[src/rtl/core/mlk_pkg.sv]
package mlk_pkg;

  // tick counter width; one unit saturates at 2^TICK_COUNT_WIDTH ticks
  localparam int TICK_COUNT_WIDTH = 20;
  localparam int UNIT_WIDTH = 20;
  localparam logic [UNIT_WIDTH-1:0] UNIT_LENGTH_RESET = UNIT_WIDTH'(100000);

  // width that holds both the unit register and the counter ceiling
  localparam int LIMIT_WIDTH =
      ((TICK_COUNT_WIDTH > UNIT_WIDTH) ? TICK_COUNT_WIDTH : UNIT_WIDTH) + 1;

  localparam logic [7:0] ASCII_SPACE   = 8'h20;
  localparam logic [7:0] ASCII_UPPER_A = 8'h41;
  localparam logic [7:0] ASCII_UPPER_Z = 8'h5A;
  localparam logic [7:0] ASCII_LOWER_A = 8'h61;
  localparam logic [7:0] ASCII_LOWER_Z = 8'h7A;
  localparam logic [7:0] CASE_OFFSET   = 8'h20;

  localparam logic [2:0] DOT_UNITS      = 3'd1;
  localparam logic [2:0] DASH_UNITS     = 3'd3;
  localparam logic [2:0] SYMGAP_UNITS   = 3'd1;
  localparam logic [2:0] LETGAP_UNITS   = 3'd3;
  localparam logic [2:0] WORDGAP_UNITS  = 3'd7;

  // input kinds carried on s_tuser
  localparam logic OP_TICK = 1'b0;
  localparam logic OP_CHAR = 1'b1;

  typedef enum logic [4:0] {
    PH_IDLE    = 5'b00001,
    PH_MARK    = 5'b00010,
    PH_SYMGAP  = 5'b00100,
    PH_LETGAP  = 5'b01000,
    PH_WORDGAP = 5'b10000
  } phase_t;

  typedef struct packed {
    logic [2:0] count;    // symbols in the letter
    logic [3:0] pattern;  // first symbol in bit 0, 1 = dash
  } letter_code_t;

  function automatic letter_code_t letter_code(input logic [4:0] idx);
    logic [6:0] code;
    case (idx)
      5'd0:  code = 7'h22;
      5'd1:  code = 7'h41;
      5'd2:  code = 7'h45;
      5'd3:  code = 7'h31;
      5'd4:  code = 7'h10;
      5'd5:  code = 7'h44;
      5'd6:  code = 7'h33;
      5'd7:  code = 7'h40;
      5'd8:  code = 7'h20;
      5'd9:  code = 7'h4E;
      5'd10: code = 7'h35;
      5'd11: code = 7'h42;
      5'd12: code = 7'h23;
      5'd13: code = 7'h21;
      5'd14: code = 7'h37;
      5'd15: code = 7'h46;
      5'd16: code = 7'h4B;
      5'd17: code = 7'h32;
      5'd18: code = 7'h30;
      5'd19: code = 7'h11;
      5'd20: code = 7'h34;
      5'd21: code = 7'h48;
      5'd22: code = 7'h36;
      5'd23: code = 7'h49;
      5'd24: code = 7'h4D;
      5'd25: code = 7'h43;
      default: code = 7'h00;
    endcase
    return letter_code_t'(code);
  endfunction

endpackage

[src/rtl/core/morse_letter_keyer_core.sv]
// Morse letter keyer
//
// s_tdata carries an ASCII character, s_tuser says what the transfer is:
// 0 = one prescaler tick (character ignored), 1 = offer the character.
// Every input transfer gives exactly one output transfer on m_*, showing
// the keyer state after that item: lamps, busy, and whether an offered
// character was taken (only when idle) and whether it was ignored.
// Letters of either case key out in International Morse; a space keys a
// 7-unit silence; other characters are taken and dropped.
// cfg_data sets the unit length in ticks (0 acts as 1); write it only
// while idle. cfg_ready is always high.
// The state update and the result are computed in one pass from the
// accepted item and land in the state and output registers at the same
// edge. Throughput is one item per cycle while m_tready does not stall.
// s_tready follows the output register: it is high while the register is
// empty or being drained, so a stalled m_tready holds the result and
// stops the input after one pending item.
// Synchronous rst returns the keyer to idle, empties the output register
// and restores the unit length to 100000 ticks.
module morse_letter_keyer_core (
  input  logic                          clk,
  input  logic                          rst,
  input  logic                          s_tvalid,
  output logic                          s_tready,
  input  logic [7:0]                    s_tdata,   // char_code[7:0]
  input  logic                          s_tuser,   // op
  output logic                          m_tvalid,
  input  logic                          m_tready,
  // dot_lamp, dash_lamp, busy_res, accepted, ignored, zero fill [7:5]
  output logic [7:0]                    m_tdata,
  input  logic                          cfg_valid,
  output logic                          cfg_ready,
  input  logic [mlk_pkg::UNIT_WIDTH-1:0] cfg_data
);
  import mlk_pkg::*;

  localparam int TW = TICK_COUNT_WIDTH;

  // keyer state
  phase_t           phase, phase_next;
  logic [3:0]       symbol_pattern, symbol_pattern_next;
  logic [2:0]       symbols_left, symbols_left_next;
  logic [2:0]       units_left, units_left_next;
  logic [TW-1:0]    tick_count, tick_count_next;
  logic [UNIT_WIDTH-1:0] unit_length;

  logic             in_xfer;
  logic             acc, ign;
  logic [7:0]       ch_up;
  letter_code_t     code;
  logic [LIMIT_WIDTH-1:0] limit, tick_inc;
  logic [2:0]       units_dec, symbols_dec;
  logic [3:0]       pattern_shift;

  assign cfg_ready = 1'b1;
  assign s_tready  = ~m_tvalid | m_tready;
  assign in_xfer   = s_tvalid & s_tready;

  // fold lower case onto upper case, then look the letter up
  always_comb begin
    ch_up = s_tdata;
    if (s_tdata >= ASCII_LOWER_A && s_tdata <= ASCII_LOWER_Z) begin
      ch_up = s_tdata - CASE_OFFSET;
    end
  end

  assign code = letter_code(5'(ch_up - ASCII_UPPER_A));

  // effective unit: zero counts as one, saturate at the counter ceiling
  always_comb begin
    limit = LIMIT_WIDTH'(unit_length);
    if (unit_length == '0) begin
      limit = LIMIT_WIDTH'(1);
    end
    if (limit > (LIMIT_WIDTH'(1) << TW)) begin
      limit = LIMIT_WIDTH'(1) << TW;
    end
  end

  assign tick_inc      = LIMIT_WIDTH'(tick_count) + LIMIT_WIDTH'(1);
  assign units_dec     = (units_left != '0) ? units_left - 3'd1 : 3'd0;
  assign symbols_dec   = (symbols_left != '0) ? symbols_left - 3'd1 : 3'd0;
  assign pattern_shift = {1'b0, symbol_pattern[3:1]};

  always_comb begin
    phase_next          = phase;
    symbol_pattern_next = symbol_pattern;
    symbols_left_next   = symbols_left;
    units_left_next     = units_left;
    tick_count_next     = tick_count;
    acc                 = 1'b0;
    ign                 = 1'b0;

    if (s_tuser == OP_CHAR) begin
      if (phase == PH_IDLE) begin
        acc = 1'b1;
        if (ch_up >= ASCII_UPPER_A && ch_up <= ASCII_UPPER_Z) begin
          symbol_pattern_next = code.pattern;
          symbols_left_next   = code.count;
          phase_next          = PH_MARK;
          units_left_next     = code.pattern[0] ? DASH_UNITS : DOT_UNITS;
          tick_count_next     = '0;
        end else if (s_tdata == ASCII_SPACE) begin
          phase_next      = PH_WORDGAP;
          units_left_next = WORDGAP_UNITS;
          tick_count_next = '0;
        end else begin
          ign = 1'b1;
        end
      end
    end else if (phase != PH_IDLE) begin
      if (tick_inc >= limit) begin
        // one unit has gone by
        tick_count_next = '0;
        units_left_next = units_dec;
        if (units_dec == '0) begin
          case (phase)
            PH_MARK: begin
              phase_next      = PH_SYMGAP;
              units_left_next = SYMGAP_UNITS;
            end
            PH_SYMGAP: begin
              symbol_pattern_next = pattern_shift;
              symbols_left_next   = symbols_dec;
              if (symbols_dec != '0) begin
                phase_next      = PH_MARK;
                units_left_next = pattern_shift[0] ? DASH_UNITS : DOT_UNITS;
              end else begin
                phase_next      = PH_LETGAP;
                units_left_next = LETGAP_UNITS;
              end
            end
            default: begin
              phase_next          = PH_IDLE;
              symbol_pattern_next = '0;
              symbols_left_next   = '0;
            end
          endcase
        end
      end else begin
        tick_count_next = TW'(tick_inc);
      end
    end
  end

  always_ff @(posedge clk) begin
    if (rst) begin
      phase          <= PH_IDLE;
      symbol_pattern <= '0;
      symbols_left   <= '0;
      units_left     <= '0;
      tick_count     <= '0;
      unit_length    <= UNIT_LENGTH_RESET;
    end else begin
      if (in_xfer) begin
        phase          <= phase_next;
        symbol_pattern <= symbol_pattern_next;
        symbols_left   <= symbols_left_next;
        units_left     <= units_left_next;
        tick_count     <= tick_count_next;
      end
      if (cfg_valid && cfg_ready) begin
        unit_length <= cfg_data;
      end
    end
  end

  // output register
  always_ff @(posedge clk) begin
    if (rst) begin
      m_tvalid <= 1'b0;
    end else if (in_xfer) begin
      m_tvalid <= 1'b1;
    end else if (m_tready) begin
      m_tvalid <= 1'b0;
    end
  end

  always_ff @(posedge clk) begin
    if (in_xfer) begin
      m_tdata <= {3'b000, ign, acc, (phase_next != PH_IDLE),
                  (phase_next == PH_MARK) & symbol_pattern_next[0],
                  (phase_next == PH_MARK) & ~symbol_pattern_next[0]};
    end
  end

  // both lamps never lit together
  a_lamps_exclusive: assert property (@(posedge clk) disable iff (rst)
    m_tvalid |-> !(m_tdata[0] && m_tdata[1]))
    else $error("dot and dash lamps lit together");

  // a lit lamp means the keyer reports busy
  a_lamp_busy: assert property (@(posedge clk) disable iff (rst)
    (m_tvalid && (m_tdata[0] || m_tdata[1])) |-> m_tdata[2])
    else $error("lamp lit while not busy");

  // ignored only for a character that was taken, leaving the keyer idle
  a_ignored_taken: assert property (@(posedge clk) disable iff (rst)
    (m_tvalid && m_tdata[4]) |-> (m_tdata[3] && !m_tdata[2]))
    else $error("ignored flag without acceptance");

  // an active phase always has units to run
  a_units_active: assert property (@(posedge clk) disable iff (rst)
    (phase != PH_IDLE) |-> (units_left != '0))
    else $error("active phase with no units left");

  // a taken offer starts from idle
  a_accept_idle: assert property (@(posedge clk) disable iff (rst)
    (in_xfer && s_tuser == OP_CHAR && phase != PH_IDLE) |=> !m_tdata[3])
    else $error("offer taken while busy");

endmodule

[config.mk]
export PLATFORM = sky130hd
export DESIGN_NAME = morse_letter_keyer_core
export DESIGN_NICKNAME = d
export VERILOG_FILES = /design/src/rtl/core/mlk_pkg.sv /design/src/rtl/core/morse_letter_keyer_core.sv
export SDC_FILE = /design/constraint.sdc
export NUM_CORES = 1
export LEC_CHECK = 0
export BUFFER_PORTS_ARGS = -buffer_cell sky130_fd_sc_hd__buf_2
export CORE_MARGIN = 2
export CORE_UTILIZATION = 55
export CTS_CLUSTER_SIZE = 10
export DETAILED_ROUTE_END_ITERATION = 10
export GPL_ROUTABILITY_DRIVEN = 0
export PLACE_DENSITY_LB_ADDON = 0.1
export RECOVER_POWER = 25
export REMOVE_ABC_BUFFERS = 1
export SLEW_MARGIN = 40
export SYNTH_ARGS = -nofsm -noshare
export SYNTH_HDL_FRONTEND = slang
export SYNTH_SLANG_ARGS = --single-unit
[constraint.sdc]
create_clock -name clk -period 8 [get_ports clk]
set_input_delay 1.2 -clock clk [delete_from_list [all_inputs] [get_ports clk]]
set_output_delay 1.2 -clock clk [all_outputs]
set_load 0.005 [all_outputs]
==> results.toml, run 1 <==
[status]
outcome = "finished clean"

[drt]
via_count = 3909
drc = 0
first_pass_iters = 5
post_drt_wl_per_cell_um = 15.1
wirelength_mm = 10.3
drt-met1-wl_mm = 4.64
dr_wl_met2_mm = 5.05
route.top_layer_used = "met4"
first_iter_violations = 187
dr_wl_met3_um = 450
drt-vias-per-instance = 5.72
ant_nets = 0

[critical_path]
reg2reg_from = "tick_count[4]$_SDFFE_PP0P_"
reg2reg_to = "m_tdata[1]$_DFFE_PP_"
crit_type = "flop to flop"
cp_max_fo = 6
r2r_setup_slack_ps = 3530
r2r_cells = 15
cp-start-kind = "flop"
slowest_delay_ps = 440
cp.required_ps = 8150
crit_arrival_ps = 4620
crit_slowest_cell = "or3_1"
cp-end-kind = "flop"
worstPathCellList = "and3_1 > nand3_1 > or3_1 > nor2_1 > nand2_1 > nor2_1 > xor2_1 > ha_1 > and3_1 > a221oi_1 > o21ai_0 > a311o_2 > o21bai_1 > mux2_2 > nor4b_1"

[min_path]
min_to = "tick_count[1]$_SDFFE_PP0P_"
hp-start = "tick_count[1]$_SDFFE_PP0P_"
hold_depth = 2
hold_path.class = "flop to flop"

[placed_design]
placed_area_um2 = 4560
dpl.hpwl_mm = 7.54
post-place-ws_ps = 3510
numPortBuffers = 40
dp_cells = 667

[clock_tree]
numClockSinks = 61
path_clk_slew_ps = 80
tritoncts = "built"
post-cts-setup-buffers = 0
cts-resized-gates = 0
hold_buffers = 0
cts_buffers = 9
clockRootBuffer = "clkbuf_8"
cts_buffer_depth = 2
htree_levels = 3
clkLatencyLatePin_ps = 340

[sta]
finalSetupTns_ps = 0
tightest_slew_ps = 1380
max_slew_margin = 0.0827
slew_violations = 0
fmax_mhz = 224
skew_ps = 13.6
rsz0062_at_grt = "no"
setup_viol = 0
post-route-min-period_ps = 4470
hold_viol = 0
setup_ws_ps = 3530
post-route-period-util = 0.559

[synthesis]
synth_cell_types = 69
synthMuxAreaShare = 0.0494
synth-seq-area-share = 0.293
synth_top_family_by_area = "simple AND/OR/NAND/NOR gates"
synthSimpleGateAreaFrac = 0.222
synth_area_um2 = 4340
ys.flop_type = "dfxtp_1"
synth-compound-area-share = 0.194
syn-instance-count = 551
syn-mean-instance-area_um2 = 7.87
synth_fa_ha_area_frac = 0.0895
synth_edf_count = 5
ys_async_sr_fraction = 0
synth-xor-area-share = 0.0848
synth-seq-cells = 61
yosys_warnings = 0

[floorplan]
die_h_um = 92.8
fp-row-count = 32
die_w_um = 92.8
dieArea_um2 = 8610
coreArea_um2 = 7690
ioPinCount = 45
initial_utilization = 0.564

[global_routing]
grt_pass1_vias = 3623
antenna_found_initial = 0
grt_pass1_wl_mm = 17.0
grt_use_total = 0.246
grt_max_degree = 29
grt_overflow = 0

[cells_and_area]
final_cell_mix = "80 x nor2_1, 56 x dfxtp_1, 41 x nand2_1"
nets = 641
fillCellCount = 711
final_common_cell = "nor2_1"
multi_input_comb_area_um2 = 2800
register_area_um2 = 1270
n_antenna_cell = 0
final_area_um2 = 4740
drive_gt1_frac = 0.124
fin_util = 0.617
syn_to_final_growth_pct = 9.41
final_cells = 683

[run]
cap_violations = 0

[pwr]
vdd_drop_max_v = 0.0000839
p_per_area_nw_per_um2 = 146
leakage_nw = 2.00
## kinds of logic (layout without fill, tap and decap cells)
| kind of cell | Yosys count | in the layout |
|---|---|---|
| simple gates | 202 | 202 |
| compound gates | 121 | 121 |
| buf+inv | 71 | 99 |
| flops | 61 | 61 |
| xor+xnor | 42 | 42 |
| fa+ha+maj | 31 | 31 |
| mux | 21 | 21 |
| other cells | 2 | 4 |
## per-stage QoR
stage                     total power [W]  hold slack (ps)
after CTS                        0.000699              499
after global routing             0.000728              535
after global placement           0.000441              478
final                            0.000694              503
after detailed placement         0.000444              490
after floorplan                  0.000401              460
## Yosys cell counts, drive strengths merged (2+ instances only)
cell type,count,share of area
a21boi,2,0.0035
mux2,3,0.0078
inv,40,0.035
o31a,3,0.0064
nand2b,5,0.0072
buf,10,0.013
nor2b,3,0.0043
edfxtp,5,0.035
a211oi,2,0.0035
nor4,10,0.018
o21a,2,0.0035
nor3b,2,0.0035
and2,2,0.0029
dfxtp,56,0.26
a21o,8,0.014
nor4b,2,0.0040
nor3,16,0.018
xor2,11,0.022
clkinv,2,0.0017
or3,3,0.0043
o41ai,4,0.012
ha,31,0.089
o221ai,2,0.0040
o21ai,29,0.033
mux2i,18,0.042
nand3,19,0.023
nand3b,2,0.0035
a311oi,6,0.012
a31o,2,0.0040
o22ai,3,0.0043
conb,2,0.0017
clkbuf,19,0.016
a32o,2,0.0046
a32oi,3,0.0061
xnor2,31,0.063
or4,2,0.0035
o211ai,8,0.014
a221oi,2,0.0040
a21oi,29,0.033
a211o,2,0.0040
nand4,6,0.0087
o22a,2,0.0043
nor2,81,0.072
nand2,41,0.035
and3,5,0.0072
## where the power goes
part,internal [W],total [W],switching (W)
Sequential,0.000319,0.000327,0.00000804
Clock,0.000123,0.000255,0.000132
Combinational,0.0000426,0.000112,0.0000694
Total,0.000484,0.000694,0.000209
## flip-flops by register name, summed over array words and instances (netlist names)
register / flops
symbols_left: 3
tick_count: 20
unit_length: 20
phase: 5
units_left: 3
m_tdata: 5
m_tvalid: 1
symbol_pattern: 4
## cell type report
class,count,area share
Clock buffer,10,0.0290
Clock inverter,6,0.00950
Inverter,42,0.0332
Multi-Input combinational cell,421,0.590
Sequential cell,61,0.268
Tap cell,102,0.0269
Timing Repair Buffer,41,0.0433
## worst max path at each step
stage	start	to	slack (ps)	cells after the start
floorplan	tick_count[4]$_SDFFE_PP0P_	m_tdata[1]$_DFFE_PP_	4070	15
global placement	s_tdata[0]	units_left[1]$_SDFFE_PP0P_	3560	11
detailed placement	s_tdata[0]	units_left[1]$_SDFFE_PP0P_	3510	11
CTS	tick_count[4]$_SDFFE_PP0P_	m_tdata[1]$_DFFE_PP_	3580	15
global route	tick_count[4]$_SDFFE_PP0P_	units_left[1]$_SDFFE_PP0P_	3240	16
finish	tick_count[4]$_SDFFE_PP0P_	m_tdata[1]$_DFFE_PP_	3530	15
## worst max-delay path: cells and delay by family, from the launching register on
family / cells / cell delay (ps)
AOI/OAI and AO/OA: 4 / 1230
xor gates and xnor gates: 1 / 170
adders and majority gates: 1 / 260
DFF: 1 / 420
muxes: 1 / 430
and+or+nand+nor: 8 / 1770
## layer usage
layer	global-route usage	up-vias
li1	-	1997
met1	0.309	1802
met2	0.428	97
met3	0.0480	13
met4	0.0686	0
met5	0	-
No activity file was read; power rests on OpenSTA's default activity.
==> run 2, diff against run 1 <==
clock period = 4.3 ns   (was 8 ns; I/O delays follow)
==> run 2 against run 1 <==
Against the previous run: largest power group unchanged; clock skew hardly changed; fmax rose by 10%; critical path type unchanged; count of clock-buffer cells in the layout up 2; via count is 2.1% higher; sequential cell count unchanged; total power rose by 94%; global-route usage up 0.33 points.
==> results.toml, run 2 (synthesis results as in run 1) <==
[clock_tree]
htree_levels = 3
path_clk_slew_ps = 80
cts_buffers = 9
clockRootBuffer = "clkbuf_8"
hold_buffers = 0
clkLatencyLatePin_ps = 340
numClockSinks = 61
cts-resized-gates = 0
cts_buffer_depth = 2
tritoncts = "built"
post-cts-setup-buffers = 0

[pwr]
vdd_drop_max_v = 0.000158
leakage_nw = 2.04
p_per_area_nw_per_um2 = 280
power_w = 0.00135

[sta]
finalSetupTns_ps = 0
hold_viol = 0
max_slew_margin = 0.0540
skew_ps = 13.3
post-route-min-period_ps = 4050
slew_violations = 0
hold_slack_ps = 492
rsz0062_at_grt = "no"
fmax_mhz = 247
post-route-period-util = 0.941
setup_ws_ps = 254
tightest_slew_ps = 1420
setup_viol = 0

[critical_path]
r2r_setup_slack_ps = 250
critical_path_cell_count = 15
crit_type = "flop to flop"
critPathBufInv = 0
cp-end-kind = "flop"
endpoint = "m_tdata[1]$_DFFE_PP_"
slowest_delay_ps = 450
cp-start-kind = "flop"
worstPathCellList = "and3_1 > nand3_1 > or3_1 > nor2_2 > nand2_1 > nor2_1 > xor2_1 > ha_1 > and3_1 > a221oi_1 > o21ai_0 > a311o_2 > o21bai_1 > mux2_2 > nor4b_1"
cpMostUsedCell = "and3_1"
crit_slowest_cell = "or3_1"
cp-startpoint = "tick_count[1]$_SDFFE_PP0P_"
path_delay_family = "simple AND/OR/NAND/NOR gates"
r2r_cells = 15
crit_arrival_ps = 4210
cp_max_fo = 4
reg2reg_from = "tick_count[1]$_SDFFE_PP0P_"
reg2reg_to = "m_tdata[1]$_DFFE_PP_"
cp.required_ps = 4460

[floorplan]
dieArea_um2 = 8610
fp-row-count = 32
die_h_um = 92.8
coreArea_um2 = 7690
initial_utilization = 0.564
die_w_um = 92.8
ioPinCount = 45

[cells_and_area]
n_antenna_cell = 0
final_cell_mix = "79 x nor2_1, 55 x dfxtp_1, 41 x nand2_1"
drive_gt1_frac = 0.134
nets = 648
fin_util = 0.626
final_common_cell = "nor2_1"
reg_top3 = "tick_count x20, unit_length x20"
syn_to_final_growth_pct = 11.0

[drt]
drc = 0
wirelength_mm = 10.2
post_drt_wl_per_cell_um = 14.8
first_iter_violations = 142
first_pass_iters = 5
via_count = 3992
ant_nets = 0
drt-vias-per-instance = 5.79

[placed_design]
numPortBuffers = 40
dpl.hpwl_mm = 7.55
post-place-ws_ps = 173

[min_path]
hold_path.class = "flop to flop"

[global_routing]
grt_overflow = 0
grt_pass1_wl_mm = 17.4
grt_pass1_vias = 3819
antenna_found_initial = 0
grt_max_degree = 29
grt_use_total = 0.249

[status]
outcome = "finished clean"

[run]
cap_violations = 0
run 2: cell types whose count changed in the layout (fill, tap and decap cells not counted), sizes merged:
cell | before | now
buf | 39 | 46
inv | 42 | 40
clkinv | 6 | 4
clkinvlp | 0 | 1
bufinv | 0 | 1
clkbuf | 12 | 14
run 2: layout make-up:
type / count / area [um^2]
clock inverters: 4 / 47.5
multi-input cells: 421 / 2790
clock buffers: 12 / 155
well taps: 102 / 128
fillers: 706 / 2880
repair buffers: 48 / 258
flip-flops and latches: 61 / 1270
inverters: 42 / 158
run 2: worst register-to-register path, delay by kind of cell (launching register included):
kind / cells / cell delay, ps
AND/OR/NAND/NOR: 8 / 1700
flip-flops: 1 / 370
multiplexers: 1 / 400
AO/OA/AOI/OAI: 4 / 980
adder cells (fa/ha/maj): 1 / 260
XOR/XNOR: 1 / 170
run 2: worst min-delay path by stage:
| stage | slack [ps] | from | depth (start not counted) | endpoint |
|---|---|---|---|---|
| floorplan | 460 | unit_length[0]$_SDFFE_PP0P_ | 2 | unit_length[0]$_SDFFE_PP0P_ |
| global placement | 470 | tick_count[1]$_SDFFE_PP0P_ | 2 | tick_count[1]$_SDFFE_PP0P_ |
| detailed placement | 480 | tick_count[1]$_SDFFE_PP0P_ | 2 | tick_count[1]$_SDFFE_PP0P_ |
| CTS | 490 | tick_count[1]$_SDFFE_PP0P_ | 2 | tick_count[1]$_SDFFE_PP0P_ |
| global route | 520 | tick_count[1]$_SDFFE_PP0P_ | 2 | tick_count[1]$_SDFFE_PP0P_ |
| finish | 490 | tick_count[1]$_SDFFE_PP0P_ | 2 | tick_count[1]$_SDFFE_PP0P_ |
run 2: per-stage QoR:
stage	instance area, um^2	cells
finish	4810	690
CTS	4810	690
floorplan	4210	524
global placement	4600	674
global route	4810	690
detailed placement	4610	674
run 2: routing by layer:
layer	routed length, um	part of all wire	track usage	vias up
met4	186	0.018	0.0882	0
met2	5270	0.51	0.448	95
met5	0	0	0	-
met1	4410	0.43	0.298	1876
li1	-	-	-	2003
met3	375	0.037	0.0415	18
run 2: power by group:
group | switching [W] | leakage (nW) | internal (W) | total [W]
logic | 0.000128 | 1.43 | 0.0000825 | 0.000211
clock network | 0.000229 | 0.102 | 0.000298 | 0.000526
registers | 0.0000151 | 0.507 | 0.000593 | 0.000608
